--- src/design/frga_pkg.sv ---
// Shared types, constants and size tables for the font ROM glyph address block.
// Used by frga_locate, frga_apb_regs and font_rom_glyph_address; depends on nothing.
package frga_pkg;

    // Font type codes, in table order.
    localparam logic [2:0] FONT_HANZI_15X16 = 3'd0;
    localparam logic [2:0] FONT_ASCII_7X8   = 3'd1;
    localparam logic [2:0] FONT_GB_8X16     = 3'd2;
    localparam logic [2:0] FONT_ASCII_8X16  = 3'd3;
    localparam logic [2:0] FONT_ASCII_5X7   = 3'd4;
    localparam logic [2:0] FONT_ARIAL       = 3'd5;
    localparam logic [2:0] FONT_BOLD_8X16   = 3'd6;
    localparam logic [2:0] FONT_TIMES       = 3'd7;

    // GB2312 zone layout of the hanzi font.
    localparam logic [7:0]  ZONE_FIRST   = 8'hA1;
    localparam logic [7:0]  SYM_ZONE_LO  = 8'hA1;
    localparam logic [7:0]  SYM_ZONE_HI  = 8'hA3;
    localparam logic [7:0]  A9_ZONE      = 8'hA9;
    localparam logic [7:0]  HZ_ZONE_LO   = 8'hB0;
    localparam logic [7:0]  HZ_ZONE_HI   = 8'hF7;
    localparam logic [6:0]  ZONE_SPAN    = 7'd94;
    localparam logic [12:0] HANZI_START  = 13'd846;
    localparam logic [12:0] A9_START     = 13'd282;

    // Printable ASCII range.
    localparam logic [7:0] ASCII_FIRST = 8'h20;
    localparam logic [7:0] ASCII_LAST  = 8'h7E;

    // GB 8x16 extra zones.
    localparam logic [7:0] GB_ZONE_AA   = 8'hAA;
    localparam logic [7:0] GB_ZONE_AB   = 8'hAB;
    localparam logic [7:0] GB_AA_LAST   = 8'hFE;
    localparam logic [7:0] GB_AB_LAST   = 8'hC0;
    localparam logic [6:0] GB_AB_OFFSET = 7'd95;

    // Base byte addresses in the ROM.
    localparam logic [23:0] BASE_ASCII_7X8  = 24'h0066C0;
    localparam logic [23:0] BASE_GB_8X16    = 24'h03B7D0;
    localparam logic [23:0] BASE_ASCII_8X16 = 24'h03B7C0;
    localparam logic [23:0] BASE_ASCII_5X7  = 24'h03BFC0;
    localparam logic [23:0] BASE_ARIAL      = 24'h03C2C0;
    localparam logic [23:0] BASE_BOLD_8X16  = 24'h03CF80;
    localparam logic [23:0] BASE_TIMES      = 24'h03D580;

    // Bytes per proportional glyph.
    localparam logic [5:0] PROP_GLYPH_BYTES = 6'd34;

    // Reset value of the read opcode register.
    localparam logic [7:0] READ_OPCODE_RESET = 8'h03;

    // Configuration port geometry.
    localparam int APB_ADDR_W = 2;
    localparam int APB_DATA_W = 32;

    // One request word.
    typedef struct packed {
        logic [2:0]  font_type;
        logic [15:0] char_code;
    } frga_in_t;

    // One result word.
    typedef struct packed {
        logic [23:0] glyph_addr;
        logic        addr_valid;
        logic [4:0]  glyph_width;
        logic [4:0]  glyph_height;
        logic [4:0]  word_count;
        logic [15:0] command_word_high;
        logic [15:0] command_word_low;
    } frga_out_t;

    // Glyph location found for one request.
    typedef struct packed {
        logic        valid;
        logic [23:0] addr;
    } frga_loc_t;

    // Glyph width in pixels per font.
    function automatic logic [4:0] glyph_width_of(input logic [2:0] font);
        logic [4:0] w;
        case (font)
            FONT_HANZI_15X16: w = 5'd16;
            FONT_ASCII_7X8:   w = 5'd7;
            FONT_GB_8X16:     w = 5'd8;
            FONT_ASCII_8X16:  w = 5'd8;
            FONT_ASCII_5X7:   w = 5'd5;
            FONT_BOLD_8X16:   w = 5'd8;
            default:          w = 5'd0;
        endcase
        return w;
    endfunction

    // Glyph height in pixels per font.
    function automatic logic [4:0] glyph_height_of(input logic [2:0] font);
        logic [4:0] h;
        case (font)
            FONT_HANZI_15X16: h = 5'd16;
            FONT_ASCII_7X8:   h = 5'd8;
            FONT_GB_8X16:     h = 5'd16;
            FONT_ASCII_8X16:  h = 5'd16;
            FONT_ASCII_5X7:   h = 5'd7;
            FONT_BOLD_8X16:   h = 5'd16;
            default:          h = 5'd0;
        endcase
        return h;
    endfunction

endpackage

--- src/design/frga_locate.sv ---
// Combinational glyph locator: byte swap, range checks and ROM address per font.
// Depends on frga_pkg for the font codes, zone constants and base addresses.
module frga_locate (
    input  frga_pkg::frga_in_t  req,
    output frga_pkg::frga_loc_t loc
);
    import frga_pkg::*;

    logic [7:0]  hi;
    logic [7:0]  lo;
    logic        printable;
    logic [6:0]  ascii_idx;
    logic [23:0] ascii_x8;
    logic [23:0] ascii_x16;
    logic [23:0] ascii_x34;
    logic        lo_in_zone;
    logic [7:0]  lo_off;
    logic [7:0]  sym_zone;
    logic [7:0]  hz_zone;
    logic [12:0] sym_glyph;
    logic [12:0] hz_glyph;
    logic [12:0] a9_glyph;
    logic        is_sym;
    logic        is_hz;
    logic        is_a9;
    logic        gb_aa;
    logic        gb_ab;
    logic [6:0]  gb_idx;
    logic [23:0] gb_addr;

    // The low byte as received is the zone (high) byte of the swapped code.
    assign hi = req.char_code[7:0];
    assign lo = req.char_code[15:8];

    // Printable ASCII offsets; the code must fit in one byte.
    assign printable = (hi == 8'h00) && (lo >= ASCII_FIRST) && (lo <= ASCII_LAST);
    assign ascii_idx = 7'(lo - ASCII_FIRST);
    assign ascii_x8  = {14'd0, ascii_idx, 3'd0};
    assign ascii_x16 = {13'd0, ascii_idx, 4'd0};
    assign ascii_x34 = 24'(13'(ascii_idx * PROP_GLYPH_BYTES));

    // Hanzi zones: glyph index within the ROM, 32 bytes per glyph.
    assign lo_in_zone = (lo >= ZONE_FIRST);
    assign lo_off     = lo - ZONE_FIRST;
    assign sym_zone   = hi - SYM_ZONE_LO;
    assign hz_zone    = hi - HZ_ZONE_LO;
    assign is_a9      = (hi == A9_ZONE);
    assign is_sym     = (hi >= SYM_ZONE_LO) && (hi <= SYM_ZONE_HI);
    assign is_hz      = (hi >= HZ_ZONE_LO) && (hi <= HZ_ZONE_HI);
    assign a9_glyph   = A9_START + {5'd0, lo_off};
    assign sym_glyph  = 13'(sym_zone[1:0] * ZONE_SPAN) + {5'd0, lo_off};
    assign hz_glyph   = 13'(hz_zone[6:0] * ZONE_SPAN) + {5'd0, lo_off} + HANZI_START;

    // GB 8x16 extra zones, the second continues after the first.
    assign gb_aa   = (hi == GB_ZONE_AA) && (lo >= ZONE_FIRST) && (lo <= GB_AA_LAST);
    assign gb_ab   = (hi == GB_ZONE_AB) && (lo >= ZONE_FIRST) && (lo <= GB_AB_LAST);
    assign gb_idx  = gb_ab ? (7'(lo_off) + GB_AB_OFFSET) : 7'(lo_off);
    assign gb_addr = {13'd0, gb_idx, 4'd0} + BASE_GB_8X16;

    // Select per font; unmapped codes give address 0.
    always_comb
    begin
        loc = '0;
        case (req.font_type)
            FONT_HANZI_15X16:
            begin
                if (lo_in_zone && is_a9)
                begin
                    loc.valid = 1'b1;
                    loc.addr  = {6'd0, a9_glyph, 5'd0};
                end
                else if (lo_in_zone && is_sym)
                begin
                    loc.valid = 1'b1;
                    loc.addr  = {6'd0, sym_glyph, 5'd0};
                end
                else if (lo_in_zone && is_hz)
                begin
                    loc.valid = 1'b1;
                    loc.addr  = {6'd0, hz_glyph, 5'd0};
                end
            end
            FONT_GB_8X16:
            begin
                if (gb_aa || gb_ab)
                begin
                    loc.valid = 1'b1;
                    loc.addr  = gb_addr;
                end
            end
            FONT_ASCII_7X8:
            begin
                loc.valid = printable;
                loc.addr  = printable ? (ascii_x8 + BASE_ASCII_7X8) : '0;
            end
            FONT_ASCII_8X16:
            begin
                loc.valid = printable;
                loc.addr  = printable ? (ascii_x16 + BASE_ASCII_8X16) : '0;
            end
            FONT_ASCII_5X7:
            begin
                loc.valid = printable;
                loc.addr  = printable ? (ascii_x8 + BASE_ASCII_5X7) : '0;
            end
            FONT_ARIAL:
            begin
                loc.valid = printable;
                loc.addr  = printable ? (ascii_x34 + BASE_ARIAL) : '0;
            end
            FONT_BOLD_8X16:
            begin
                loc.valid = printable;
                loc.addr  = printable ? (ascii_x16 + BASE_BOLD_8X16) : '0;
            end
            default:
            begin
                loc.valid = printable;
                loc.addr  = printable ? (ascii_x34 + BASE_TIMES) : '0;
            end
        endcase
    end

endmodule

--- src/design/frga_apb_regs.sv ---
// APB-style configuration register holding the ROM read opcode.
// Depends on frga_pkg for the port widths and the reset value.
module frga_apb_regs (
    input  logic                             clk,
    input  logic                             rst_n,
    input  logic                             psel,
    input  logic                             penable,
    input  logic                             pwrite,
    input  logic [frga_pkg::APB_ADDR_W-1:0]  paddr,
    input  logic [frga_pkg::APB_DATA_W-1:0]  pwdata,
    output logic [frga_pkg::APB_DATA_W-1:0]  prdata,
    output logic                             pready,
    output logic [7:0]                       read_opcode
);
    import frga_pkg::*;

    logic [7:0] opcode_reg;
    logic [7:0] opcode_next;
    logic       wr_en;

    // The block has a single register; every byte offset within its word selects it.
    assign pready = 1'b1;
    assign wr_en  = psel && penable && pwrite && (paddr[APB_ADDR_W-1:0] == paddr);

    always_comb
    begin
        opcode_next = opcode_reg;
        if (wr_en)
        begin
            opcode_next = pwdata[7:0];
        end
    end

    always_ff @(posedge clk or negedge rst_n)
    begin
        if (!rst_n)
        begin
            opcode_reg <= READ_OPCODE_RESET;
        end
        else
        begin
            opcode_reg <= opcode_next;
        end
    end

    // Readback.
    assign prdata      = {{(APB_DATA_W-8){1'b0}}, opcode_reg};
    assign read_opcode = opcode_reg;

endmodule

--- src/design/font_rom_glyph_address.sv ---
// Top level of the font ROM glyph address generator: request register,
// locator logic and result register. Depends on frga_pkg, frga_locate and frga_apb_regs.
//
// Usage:
//   Request channel (char_valid / char_stall / char_word) carries a font type
//   and a character code as received. Result channel (glyph_valid /
//   glyph_stall / glyph_word) returns one word per request: glyph byte
//   address, valid flag, glyph size, 16-bit word count and the two SPI
//   command words. A word moves when valid is high and stall is low.
//   An accepted request passes the request register and then the result register.
//   Throughput is one word per cycle while glyph_stall is low; the request register and
//   the result register form a two-stage pipeline with the locator logic between them.
//   When the receiver stalls, the result word holds, the request register still takes
//   one more word, and char_stall rises only once both stages are full. Reset empties
//   both stages and sets the read opcode to 3. The user writes the opcode over the
//   APB-style port at offset 0 while the block is idle; the block itself does not
//   enforce this.
module font_rom_glyph_address (
    input  logic                             clk,
    input  logic                             rst_n,
    input  logic                             char_valid,
    output logic                             char_stall,
    input  frga_pkg::frga_in_t               char_word,
    output logic                             glyph_valid,
    input  logic                             glyph_stall,
    output frga_pkg::frga_out_t              glyph_word,
    input  logic                             psel,
    input  logic                             penable,
    input  logic                             pwrite,
    input  logic [frga_pkg::APB_ADDR_W-1:0]  paddr,
    input  logic [frga_pkg::APB_DATA_W-1:0]  pwdata,
    output logic [frga_pkg::APB_DATA_W-1:0]  prdata,
    output logic                             pready
);
    import frga_pkg::*;

    logic [7:0] opcode;
    logic       req_valid_reg;
    logic       req_valid_next;
    frga_in_t   req_reg;
    frga_in_t   req_next;
    logic       out_valid_reg;
    logic       out_valid_next;
    frga_out_t  out_reg;
    frga_out_t  out_next;
    frga_loc_t  loc;
    logic       out_adv;
    logic       req_adv;
    logic [4:0] w;
    logic [4:0] h;
    logic [9:0] area;

    // Configuration register.
    frga_apb_regs u_regs (
        .clk         (clk),
        .rst_n       (rst_n),
        .psel        (psel),
        .penable     (penable),
        .pwrite      (pwrite),
        .paddr       (paddr),
        .pwdata      (pwdata),
        .prdata      (prdata),
        .pready      (pready),
        .read_opcode (opcode)
    );

    // Glyph locator between the two registers.
    frga_locate u_locate (
        .req (req_reg),
        .loc (loc)
    );

    // Pipeline advance: a stage moves on when the one after it can take a word.
    assign out_adv    = !out_valid_reg || !glyph_stall;
    assign req_adv    = !req_valid_reg || out_adv;
    assign char_stall = !req_adv;

    // Request stage next value.
    always_comb
    begin
        req_valid_next = req_valid_reg;
        req_next       = req_reg;
        if (req_adv)
        begin
            req_valid_next = char_valid;
            req_next       = char_word;
        end
    end

    // Result word assembly from the located glyph and the size tables.
    assign w    = glyph_width_of(req_reg.font_type);
    assign h    = glyph_height_of(req_reg.font_type);
    assign area = 10'(w * h);

    always_comb
    begin
        out_valid_next = out_valid_reg;
        out_next       = out_reg;
        if (out_adv)
        begin
            out_valid_next             = req_valid_reg;
            out_next.glyph_addr        = loc.addr;
            out_next.addr_valid        = loc.valid;
            out_next.glyph_width       = w;
            out_next.glyph_height      = h;
            out_next.word_count        = area[8:4];
            out_next.command_word_high = {opcode, loc.addr[23:16]};
            out_next.command_word_low  = loc.addr[15:0];
        end
    end

    // Control state.
    always_ff @(posedge clk or negedge rst_n)
    begin
        if (!rst_n)
        begin
            req_valid_reg <= 1'b0;
            out_valid_reg <= 1'b0;
        end
        else
        begin
            req_valid_reg <= req_valid_next;
            out_valid_reg <= out_valid_next;
        end
    end

    // Payload registers.
    always_ff @(posedge clk)
    begin
        req_reg <= req_next;
        out_reg <= out_next;
    end

    assign glyph_valid = out_valid_reg;
    assign glyph_word  = out_reg;

endmodule
--- config.mk ---
export PLATFORM = sky130hd
export DESIGN_NAME = font_rom_glyph_address
export DESIGN_NICKNAME = d
export VERILOG_FILES = /design/src/design/frga_pkg.sv /design/src/design/frga_locate.sv /design/src/design/frga_apb_regs.sv /design/src/design/font_rom_glyph_address.sv
export SDC_FILE = /design/constraint.sdc
export NUM_CORES = 1
export LEC_CHECK = 0
export BUFFER_PORTS_ARGS = -buffer_cell sky130_fd_sc_hd__clkbuf_2
export CAP_MARGIN = 15
export CORE_UTILIZATION = 40
export DETAILED_ROUTE_END_ITERATION = 6
export SKIP_CTS_REPAIR_TIMING = 1
export SLEW_MARGIN = 10
export SYNTH_ARGS = -nofsm -noshare
export SYNTH_HDL_FRONTEND = slang
export SYNTH_HIERARCHICAL = 1
export SYNTH_SLANG_ARGS = --single-unit
--- constraint.sdc ---
create_clock -name clk -period 6.1 [get_ports clk]
set_input_delay 0.915 -clock clk [delete_from_list [all_inputs] [get_ports clk]]
set_output_delay 0.915 -clock clk [all_outputs]
set_load 0.05 [all_outputs]
======== Word-level counts from Yosys, hierarchy flattened ========
Index checks and enable logic that the tools add are counted.
operators by class
  add/sub/neg operators ................... 16
  $mul .................................... 4
  div/mod/pow operators ................... 0
  magnitude comparators ................... 9
  equal/unequal tests ..................... 9
  shift-type cells ........................ 0
  multiplexer cells ....................... 14
  bitwise operators ....................... 0
  reduce and logical (&&, ||, !) cells .... 24
operators with widths
  kind                      number
  $pmux W25 S7              1
  $mux W24                  6
  $mux W25                  4
  $add A11 B18 Y19 const B  3
  $add A13 B18 Y19 const B  2
  $le A8 B8 Y1 const B      4
  $eq A8 B8 Y1 const B      3
  $ge A8 B8 Y1 const B      3
  $pmux W5 S4               1
  $add A10 B18 Y19 const B  1
  $add A10 B15 Y16 const B  1
  $pmux W5 S3               1
  $sub A7 B6 Y7 const B     2
  $add A13 B10 Y13 const B  1
  $add A13 B8 Y13           1
  $logic_and A1 B1 Y1       13
  $mul A7 B5 Y12 const B    1
  $mul A7 B6 Y12 const B    1
  $add A9 B8 Y10            1
  $add A9 B8 Y10 const A    1
  $eq A3 B3 Y1 const B      3
  $mul A5 B5 Y9             1
  $ge A8 B6 Y1 const B      1
  $le A8 B7 Y1 const B      1
  13 further kinds          19
word-level totals
  flip-flop bits (word level) ............. 101
  bits in latches ......................... 0
  bits in writable memories ............... 0
  memory bits (read-only) ................. 0
  input port bits ......................... 60
  logic and storage cells ................. 88
  memories kept ........................... 0

======== Logic depth before layout (Yosys ltp) ========
Gate-level depths: netlist of the first run.
  depth after elaboration ................. 8
  mapped depth ............................ 19
  gate-level depth less buffers ........... 19

======== Cells and area by module ========
Netlist of the first run, hierarchy kept.
modules (own cells, without submodules)
  module                  instances  cells an instance  area an instance (sq um)  sequential area each (sq um)
  frga_locate             1          559                4,197.8                   0.0
  font_rom_glyph_address  1          163                2,795.2                   1,941.9
  frga_apb_regs           1          52                 565.5                     202.7

======== Worst setup path before layout of the first run ========
Ideal clock, no wire load.
  path kind ............................... reg-to-reg
  start point ............................. reg req_reg[4] in the netlist's numbering
  end point ............................... reg out_reg, in the netlist glyph_word[65], data pin
  library setup time ...................... 0.153 ns
  data arrival time ....................... 4.761 ns
  setup slack ............................. 1.186 ns
  cell stages (with the launch flop) ...... 20
  path buffers ............................ 0
  cell sequence ........................... edfxtp_1 > ha_1 > xnor2_1 > ha_1 > inv_1 > fa_1 > fa_1 > inv_1 > ha_1 > and3_1 > a221o_1 > or2_2 > xor2_1 > inv_1 > ha_1 > o21ai_0 > nor2_1 > o21ai_0 > xnor3_1 > o21ai_0
RTL lines
  item                    line                           text
  start, declared         font_rom_glyph_address.sv:40   frga_in_t req_reg;
  start signal, assigned  font_rom_glyph_address.sv:130  req_reg <= req_next;
  end signal, assigned    font_rom_glyph_address.sv:131  out_reg <= out_next;
  end, declared           font_rom_glyph_address.sv:44   frga_out_t out_reg;

==> summary.txt, run 1 <==
Syn. warnings: 6
critical path fanouts, max: 5
clk root buf: clkbuf_16
GRT busiest layer: met2
Crit Path Category: reg -> reg
post-route antenna net violation count: 0
max FFs per register: 44
initial core utilization: 41.4%
post-synthesis instance area: 0.00756 sq mm
core area: 0.0183 sq mm
CP endpoint kind: flop
max_cap viols: 0
Multi-input gate area: 0.00462 sq mm
htree depth: 3
Reg clk slew, reported paths: 0.06 ns
Post-Place Worst Slack: 0.923 ns
CTS tree: yes
Critical Path RT: 6.19 ns
clock sink count: 73
Die W: 139 um
FF-to-FF End: glyph_word[62]
GRT Overall Usage: 17.2%
Slew HR: 50.9%
leakage power: 3.86 nW
Post-Syn Area per Cell: 9.77 sq um
Seq. cell area: 0.00214 sq mm
vias in the first global route: 5141
first-pass GRT wire length: 26300 um
commonest non-fill, non-tap cells in the layout: clkbuf_2 (115), ha_1 (98), inv_1 (86)
number of antenna violations at the first check in global routing: 0
routability cong.: 0.880
fmax: 0.194 GHz
Die Ht: 139 um
Setup violations, final: 0
flop2flop setup slack: 0.94 ns
Crit path top cell by count: ha_1
commonest non-fill, non-tap cell in the layout: clkbuf_2
post-synthesis sequential area ratio: 28.4%
Post-DP HPWL: 12800 um
Vias: 5558
Synth Flop Type: edfxtp_1
number of synthesized flops with an enable pin: 63
Critical Path Source Type: flop
post-route clock period utilization: 84.6%
met1 usage: 25.0%
fraction of registers with async set/reset: 13.7%
met2 GRT Util: 25.0%
Worst Reg2Reg Path Length in Cells: 18
# IOs: 167
Arr. time, crit path: 5.25 ns
CP Cell Sequence: ha_1 -> xnor2_1 -> buf_4 -> ha_1 -> inv_1 -> fa_1 -> fa_1 -> inv_1 -> ha_1 -> and3_1 -> a221o_1 -> or2_2 -> xor2_1 -> inv_1 -> ha_1 -> xor2_1 -> o21ai_0 -> a311o_1
drt wl/cell: 14.7 um
CP peak stage delay: 0.54 ns
worst skew pair latency: 0.34 ns
largest net degree at the start of global routing: 42
status: complete, no violations
ANT cells: 0
Post-Synthesis Cells: 774
WL final: 16200 um
CTS Buffer Depth: 2
die area: 0.0195 sq mm
Worst Tran Pin Value: 0.731 ns
worst r2r src: req_reg[4]
Worst VDD drop: 0.000336 V
Crit. Startpoint: req_reg[4]
worst setup margin: 0.938 ns
RSZ-0062 raised after global routing: no
fin. max-slew vios: 0
Layout fillers: 1774
Global Route met3 Usage: 3.61%
TritonCTS Buffers: 9
P per Cell Area: 419 mW/mm^2
Period minus WS final: 5.16 ns
Layout Area Growth over Synthesis: 10.5%
layout cells sized above 1: 19.8%
final setup TNS: 0 ns
Post-route DRC: 0
FF+latch count, synth: 73
GR Overflow Total: 0
endpoints failing hold: 0
drt initial violations: 340
DR pass1 iterations: 5
worst clock skew: 0.00912 ns
HP Class: in -> async
vias per cell: 5.07
Crit-path slowest cell: fa_1
fin nets: 1043
port bufs: 115
count of unique library cells instantiated by Yosys: 74
row cnt: 49
## metrics by stage
step / utilization [%] / hold WS (ns) / cells / cell area [sq um] / total power, mW
after floorplan: - / 0.435 / 814 / 7710 / 2.54
after global placement: 44.0 / 0.451 / 1081 / 8040 / 2.92
after detailed placement: 44.0 / 0.460 / 1081 / 8040 / 2.92
after CTS: 45.7 / 0.421 / 1097 / 8360 / 3.52
after global routing: 45.7 / 0.433 / 1097 / 8360 / 3.82
final: 45.7 / 0.428 / 1097 / 8360 / 3.50
## where the power goes
group	internal, mW	total [mW]	switching [mW]
Clock	0.358	0.576	0.218
Combinational	0.886	2.25	1.36
Sequential	0.628	0.673	0.0452
## area by class of cell
cell class | count | area share (%)
clock buffers | 9 | 2.70
clock inverters | 7 | 1.12
inverters | 88 | 3.95
multi-input cells | 566 | 55.3
flip-flops and latches | 73 | 25.7
well taps | 229 | 3.43
repair buffers | 125 | 7.79
## worst max-delay path by stage
| stage | end | slack [ns] | depth (start not counted) |
|---|---|---|---|
| after floorplan | glyph_word[65] | 1.19 | 19 |
| after global placement | glyph_word[62] | 0.95 | 18 |
| after detailed placement | glyph_word[62] | 0.92 | 18 |
| after CTS | glyph_word[62] | 0.91 | 18 |
| after global routing | glyph_word[65] | 0.56 | 20 |
| final | glyph_word[62] | 0.94 | 18 |
## worst max-delay path: cells and delay by family, from the launching register on
| family | cells | cell delay (ns) |
|---|---|---|
| adders and majority gates | 6 | 2.28 |
| AOI/OAI and AO/OA | 3 | 0.80 |
| xor gates and xnor gates | 3 | 0.54 |
| DFF | 1 | 0.49 |
| and+or+nand+nor | 2 | 0.48 |
| buffers and inverters | 4 | 0.31 |
## cells in the mapped netlist (all sizes together) (3+ instances only)
| library cell | instances | share of area [%] |
|---|---|---|
| inv | 88 | 4.4 |
| edfxtp | 63 | 25 |
| mux2i | 3 | 0.40 |
| nor2 | 32 | 1.6 |
| a21oi | 35 | 2.5 |
| nand3b | 3 | 0.30 |
| xor2 | 21 | 2.4 |
| conb | 5 | 0.25 |
| dfrtp | 8 | 2.6 |
| o31ai | 7 | 0.76 |
| a311oi | 3 | 0.35 |
| o21ai | 42 | 2.8 |
| and2 | 3 | 0.25 |
| a211oi | 15 | 1.5 |
| a211o | 5 | 0.58 |
| a22oi | 3 | 0.30 |
| nand2 | 26 | 1.3 |
| nor3b | 7 | 0.84 |
| nand3 | 10 | 0.89 |
| or3 | 5 | 0.41 |
| mux2 | 8 | 1.2 |
| o22ai | 7 | 0.58 |
| or2 | 4 | 0.33 |
| o41ai | 3 | 0.35 |
| ha | 98 | 16 |
| o211ai | 10 | 0.99 |
| nor3 | 20 | 1.5 |
| fa | 22 | 5.8 |
| o21a | 3 | 0.30 |
| o21bai | 4 | 0.40 |
| and3 | 4 | 0.33 |
| a221oi | 4 | 0.46 |
| nor2b | 8 | 0.66 |
| nand4 | 4 | 0.33 |
| a21o | 12 | 1.2 |
| buf | 74 | 7.3 |
| a31oi | 4 | 0.33 |
| nand2b | 9 | 0.74 |
| xnor2 | 51 | 6.0 |
| clkbuf | 13 | 0.78 |
## per-layer routing
metal	share of wire, %	vias up
li1	-	2796
met1	51	2565
met2	41	184
met3	6.3	13
met4	1.8	0
met5	0	-
## kinds of logic (layout without fill, tap and decap cells)
group                      count (synthesis)  in the layout  share of synthesized area, %
buffers and inverters                    175            229                          12.5
AOI/OAI and AO/OA                        173            173                          15.8
and+or+nand+nor                          144            144                          10.7
adders and majority gates                120            120                          22.0
xor gates and xnor gates                  73             73                          8.74
DFF                                       73             73                          28.4
muxes                                     11             11                          1.59
other                                      5             45                         0.248
Note: power is estimated with default switching activity, not from simulation.
==> run 2, diff against run 1 <==
--- a/config.mk
+++ b/config.mk
@@ -5,6 +5,7 @@
 export SDC_FILE = /design/constraint.sdc
 export NUM_CORES = 1
 export LEC_CHECK = 0
+export ABC_AREA = 1
 export BUFFER_PORTS_ARGS = -buffer_cell sky130_fd_sc_hd__clkbuf_2
 export CAP_MARGIN = 15
 export CORE_UTILIZATION = 40
==> constraint.sdc (replaced) <==
create_clock -name clk -period 5 [get_ports clk]
set_input_delay 0.75 -clock clk [delete_from_list [all_inputs] [get_ports clk]]
set_output_delay 0.75 -clock clk [all_outputs]
set_load 0.05 [all_outputs]
==> summary.txt, run 2 <==
count of unique library cells instantiated by Yosys: 47
Cells after DPL: 1348
initial core utilization: 40.9%
critical path fanouts, max: 6
Post-synth top cells: nand2_1 (214), inv_1 (154), ha_1 (98)
CTS Buffer Depth: 2
CP endpoint kind: flop
Comb power frac: 64.0%
Worst Tran Pin Value: 0.738 ns
Layout Area Growth over Synthesis: 11.0%
fin nets: 1275
max FFs per register: 44
worst r2r src: req_reg[5]
NetSw: 1.99 mW
post-route antenna net violation count: 0
WL final: 16900 um
top-count cell post-synth: nand2_1
final setup TNS: 0 ns
TritonCTS Buffers: 9
Arr. time, crit path: 4.79 ns
number of synthesized flops with an enable pin: 63
Synth Flop Type: edfxtp_1
clock sink count: 73
FF+latch count, synth: 73
Critical Path RT: 5.08 ns
Post-DP HPWL: 14200 um
Syn. warnings: 6
DR pass1 iterations: 5
Reg power frac: 19.4%
Post-route DRC: 0
Layout fillers: 1991
Period minus WS final: 4.71 ns
core area: 0.0195 sq mm
fin. max-slew vios: 0
GR Overflow Total: 0
endpoints failing hold: 0
# IOs: 167
Sw Ratio: 47.9%
row cnt: 51
Int Pwr: 2.16 mW
Reg clk slew, reported paths: 0.06 ns
largest net degree at the start of global routing: 47
Crit. Startpoint: req_reg[5]
Worst VDD drop: 0.000285 V
Crit Path Category: reg -> reg
Design Area, Final: 0.00886 sq mm
commonest non-fill, non-tap cell in the layout: nand2_1
Post-Syn Area per Cell: 8.01 sq um
HP Class: in -> async
GRT Overall Usage: 17.1%
Die W: 143 um
fraction of registers with async set/reset: 13.7%
P per Cell Area: 469 mW/mm^2
post-route clock period utilization: 94.2%
Multi-input gate area: 0.00477 sq mm
top-area cell type share of the netlist area: 23.7%
RSZ-0062 raised after global routing: no
vias per cell: 4.64
largest cells by area after synthesis: edfxtp_1 (24%), ha_1 (15%), nand2_1 (10%), inv_1 (7.2%), buf_4 (6.6%)
post-synthesis instance area: 0.00799 sq mm
layout cells sized above 1: 19.7%
Slew HR: 50.8%
max_cap viols: 0
leakage power: 4.69 nW
Post-DP Area: 0.00850 sq mm
post-route insts no fill: 1365
vias in the first global route: 5496
status: complete, no violations
number of antenna violations at the first check in global routing: 0
routability cong.: 0.924
CTS tree: yes
port bufs: 115
clk root buf: clkbuf_16
commonest non-fill, non-tap cells in the layout: nand2_1 (213), inv_1 (154), clkbuf_2 (115)
post-synth top area cell: edfxtp_1
ANT cells: 0
Setup violations, final: 0
drt initial violations: 400
htree depth: 3
Clk network pwr share: 16.7%
worst skew pair latency: 0.35 ns
worst clock skew: 0.0135 ns
drt wl/cell: 12.4 um
post-synthesis sequential area ratio: 26.9%
first-pass GRT wire length: 27100 um
Critical Path Source Type: flop
Post-Synthesis Cells: 997
die area: 0.0205 sq mm
Seq. cell area: 0.00214 sq mm
Vias: 6331
fmax: 0.212 GHz
Die Ht: 143 um
==> run 2: power by group through the flow <==
stage	combinational, mW	sequential [mW]	clock (mW)
2_1_floorplan	1.88	1.03	0
3_3_place_gp	2.51	0.816	0
3_5_place_dp	2.53	0.818	0
4_1_cts	2.55	0.806	0.714
5_1_grt	3.00	0.817	0.739
6_report	2.66	0.804	0.692
==> run 2: path summary, 6_finish.rpt <==
kind / end / slack (ns) / cells after the start
worst min register to register: glyph_valid / 0.47 / 2
max in group asynchronous: u_regs/read_opcode[1] / 4.48 / 1
min in group clk: glyph_valid / 0.47 / 2
worst min-delay path: req_valid_reg / 0.25 / 1
worst max-delay path: glyph_word[62] / 0.29 / 22
worst max register to register: glyph_word[62] / 0.29 / 22
==> run 2: cell type report <==
type | count | area share [%]
multi-input combinational | 715 | 53.9
inverter | 171 | 7.24
sequential | 73 | 24.2
clock buffer | 10 | 2.58
clock inverter | 6 | 1.04
timing repair buffer | 125 | 7.34
tap | 265 | 3.74
==> run 2: kinds of logic (layout without fill, tap and decap cells) <==
group / count (synthesis) / after routing / synth area share [%]
other cells: 5 / 45 / 0.235
simple gates: 427 / 427 / 26.0
fa+ha+maj: 120 / 120 / 20.9
buf+inv: 249 / 312 / 15.7
compound gates: 88 / 88 / 6.24
flops: 73 / 73 / 26.9
xor+xnor: 35 / 35 / 4.12
==> run 2: per-layer routing <==
metal | up-vias | track usage, % | part of all wire [%]
li1 | 3300 | - | -
met1 | 2831 | 24.2 | 50
met2 | 183 | 25.9 | 42
met3 | 17 | 3.77 | 6.1
met4 | 0 | 4.82 | 1.6
met5 | - | 0 | 0
==> run 2: critical path: stages, from the launching register on <==
cell      delay (ns)
edfxtp_1        0.35
buf_4           0.14
inv_1           0.04
ha_1            0.35
xor2_1          0.26
xor2_2          0.17
fa_1            0.46
fa_1            0.55
inv_1           0.04
ha_2            0.31
nand3_1         0.09
nand3_1         0.16
xor2_2          0.21
ha_1            0.36
inv_1           0.11
o21bai_1        0.06
nor2_1          0.10
nand2_1         0.07
or2_2           0.27
nand3_1         0.10
o211ai_1        0.09
nand2_1         0.09
nand3_1         0.07
==> run 2: metrics by stage <==
stage	utilization [%]	hold slack (ns)	worst slack, ns	power (mW)
2_1_floorplan	-	0.423	0.453	2.91
3_3_place_gp	43.5	0.426	0.254	3.33
3_5_place_dp	43.5	0.450	0.202	3.35
4_1_cts	45.2	0.251	0.176	4.07
5_1_grt	45.4	0.256	0.0289	4.55
6_report	45.4	0.254	0.291	4.15
==> run 3, diff against run 2 <==
--- a/config.mk
+++ b/config.mk
@@ -6,10 +6,11 @@
 export NUM_CORES = 1
 export LEC_CHECK = 0
 export ABC_AREA = 1
-export BUFFER_PORTS_ARGS = -buffer_cell sky130_fd_sc_hd__clkbuf_2
 export CAP_MARGIN = 15
 export CORE_UTILIZATION = 40
 export DETAILED_ROUTE_END_ITERATION = 6
+export DONT_BUFFER_PORTS = 1
+export PLACE_DENSITY = 0.65
 export SKIP_CTS_REPAIR_TIMING = 1
 export SLEW_MARGIN = 10
 export SYNTH_ARGS = -nofsm -noshare
==> summary.txt, run 3 (synthesis gave the netlist of run 2 again) <==
leakage power: 4.20 nW
critical path fanouts, max: 5
vias in the first global route: 5797
Crit-path slowest cell: fa_1
Crit Path Category: reg -> reg
status: complete, no violations
Crit path buffers/inverters: 2
Layout fillers: 2011
core area: 0.0195 sq mm
CP endpoint kind: flop
largest net degree at the start of global routing: 46
Cells after DPL: 1233
first-pass GRT wire length: 28200 um
vias per cell: 4.86
Die Ht: 143 um
Crit path max-delay family: adder cells
Crit path top cell by count: nand2_1
initial core utilization: 40.9%
number of antenna violations at the first check in global routing: 0
fin nets: 1160
Design Area, Final: 0.00830 sq mm
Post-route DRC: 0
clk root buf: clkbuf_16
Reg clk slew, reported paths: 0.06 ns
clock sink count: 73
Final Power: 4.09 mW
CTS Buffer Depth: 2
Post-DP HPWL: 14000 um
Period minus WS final: 4.73 ns
Arr. time, crit path: 4.81 ns
final setup TNS: 0 ns
htree depth: 3
port bufs: 0
Worst Tran Pin Value: 1.22 ns
max FFs per register: 44
endpoints failing hold: 0
commonest non-fill, non-tap cell in the layout: nand2_1
die area: 0.0205 sq mm
CTS tree: yes
Layout Area Growth over Synthesis: 3.93%
fin. max-slew vios: 0
post-route antenna net violation count: 0
Critical Path Source Type: flop
WL final: 17200 um
fmax: 0.212 GHz
worst clock skew: 0.0120 ns
drt initial violations: 425
row cnt: 51
ANT cells: 0
Post-Place Worst Slack: 0.167 ns
GR Overflow Total: 0
CP Cell Sequence: ha_1 -> nand2_1 -> inv_1 -> or2_2 -> xor2_2 -> fa_1 -> fa_1 -> inv_1 -> ha_4 -> xor2_1 -> ha_1 -> ha_1 -> nand2_1 -> nor2_1 -> nor2_1 -> nand2_1 -> or2_2 -> nand3_1 -> o211ai_1 -> nand2_1 -> nand3_1
CP peak stage delay: 0.56 ns
final hold slack: 0.0897 ns
Vias: 6077
RSZ-0062 raised after global routing: no
flop2flop setup slack: 0.27 ns
HP Class: in -> async
layout cells sized above 1: 11.2%
P per Cell Area: 493 mW/mm^2
Worst VDD drop: 0.000329 V
worst skew pair latency: 0.35 ns
routability cong.: 0.880
post-route clock period utilization: 94.5%
# IOs: 167
GRT Overall Usage: 17.8%
commonest non-fill, non-tap cells in the layout: nand2_1 (213), inv_1 (152), ha_1 (94)
Final Util: 42.5%
Worst Reg2Reg Path Length in Cells: 21
DR pass1 iterations: 5
WP depth: 21
drt wl/cell: 13.7 um
Post-DP Area: 0.00793 sq mm
Critical Path RT: 5.08 ns
TritonCTS Buffers: 9
Slew HR: 17.9%
worst setup margin: 0.275 ns
post-route insts no fill: 1250
Setup violations, final: 0
Die W: 143 um
max_cap viols: 0
run 3: layout make-up:
class / count / area (sq um) / area share, %
clock buffers: 11 / 254 / 3.06
flip-flops and latches: 73 / 2140 / 25.8
inverters: 171 / 642 / 7.73
well taps: 265 / 332 / 3.99
repair buffers: 10 / 75.1 / 0.904
clock inverters: 5 / 36.3 / 0.437
multi-input cells: 715 / 4820 / 58.0
run 3: layer usage:
metal | global-route usage [%] | wire length, um | vias up
met5 | 0 | 0 | -
met4 | 5.49 | 296 | 0
met3 | 4.70 | 1270 | 22
met2 | 27.6 | 7420 | 215
met1 | 24.2 | 8200 | 2759
li1 | - | - | 3081
run 3: power breakdown:
part / total, mW / leakage, nW / switching [mW] / internal, mW
Clock: 0.632 / 0.142 / 0.264 / 0.368
Sequential: 1.09 / 0.768 / 0.326 / 0.763
Combinational: 2.37 / 3.29 / 1.44 / 0.929
Total: 4.09 / 4.20 / 2.03 / 2.06
run 3: final timing paths:
check                               from                     to
setup reg to reg              req_reg[4]         glyph_word[62]
hold reg to reg            req_valid_reg            glyph_valid
min in group clk           req_valid_reg            glyph_valid
hold / removal                     rst_n  u_regs/read_opcode[2]
max in group asynchronous          rst_n  u_regs/read_opcode[0]
setup / recovery              req_reg[4]         glyph_word[62]
run 3: worst register-to-register path, stage by stage (launching register included):
cell and delay, ns:
edfxtp_1 0.41, ha_1 0.24, nand2_1 0.07, inv_1 0.05, or2_2 0.34, xor2_2 0.20, fa_1 0.48, fa_1 0.56
inv_1 0.07, ha_4 0.29, xor2_1 0.20, ha_1 0.26, ha_1 0.35, nand2_1 0.10, nor2_1 0.05, nor2_1 0.08
nand2_1 0.07, or2_2 0.27, nand3_1 0.10, o211ai_1 0.11, nand2_1 0.10, nand3_1 0.07
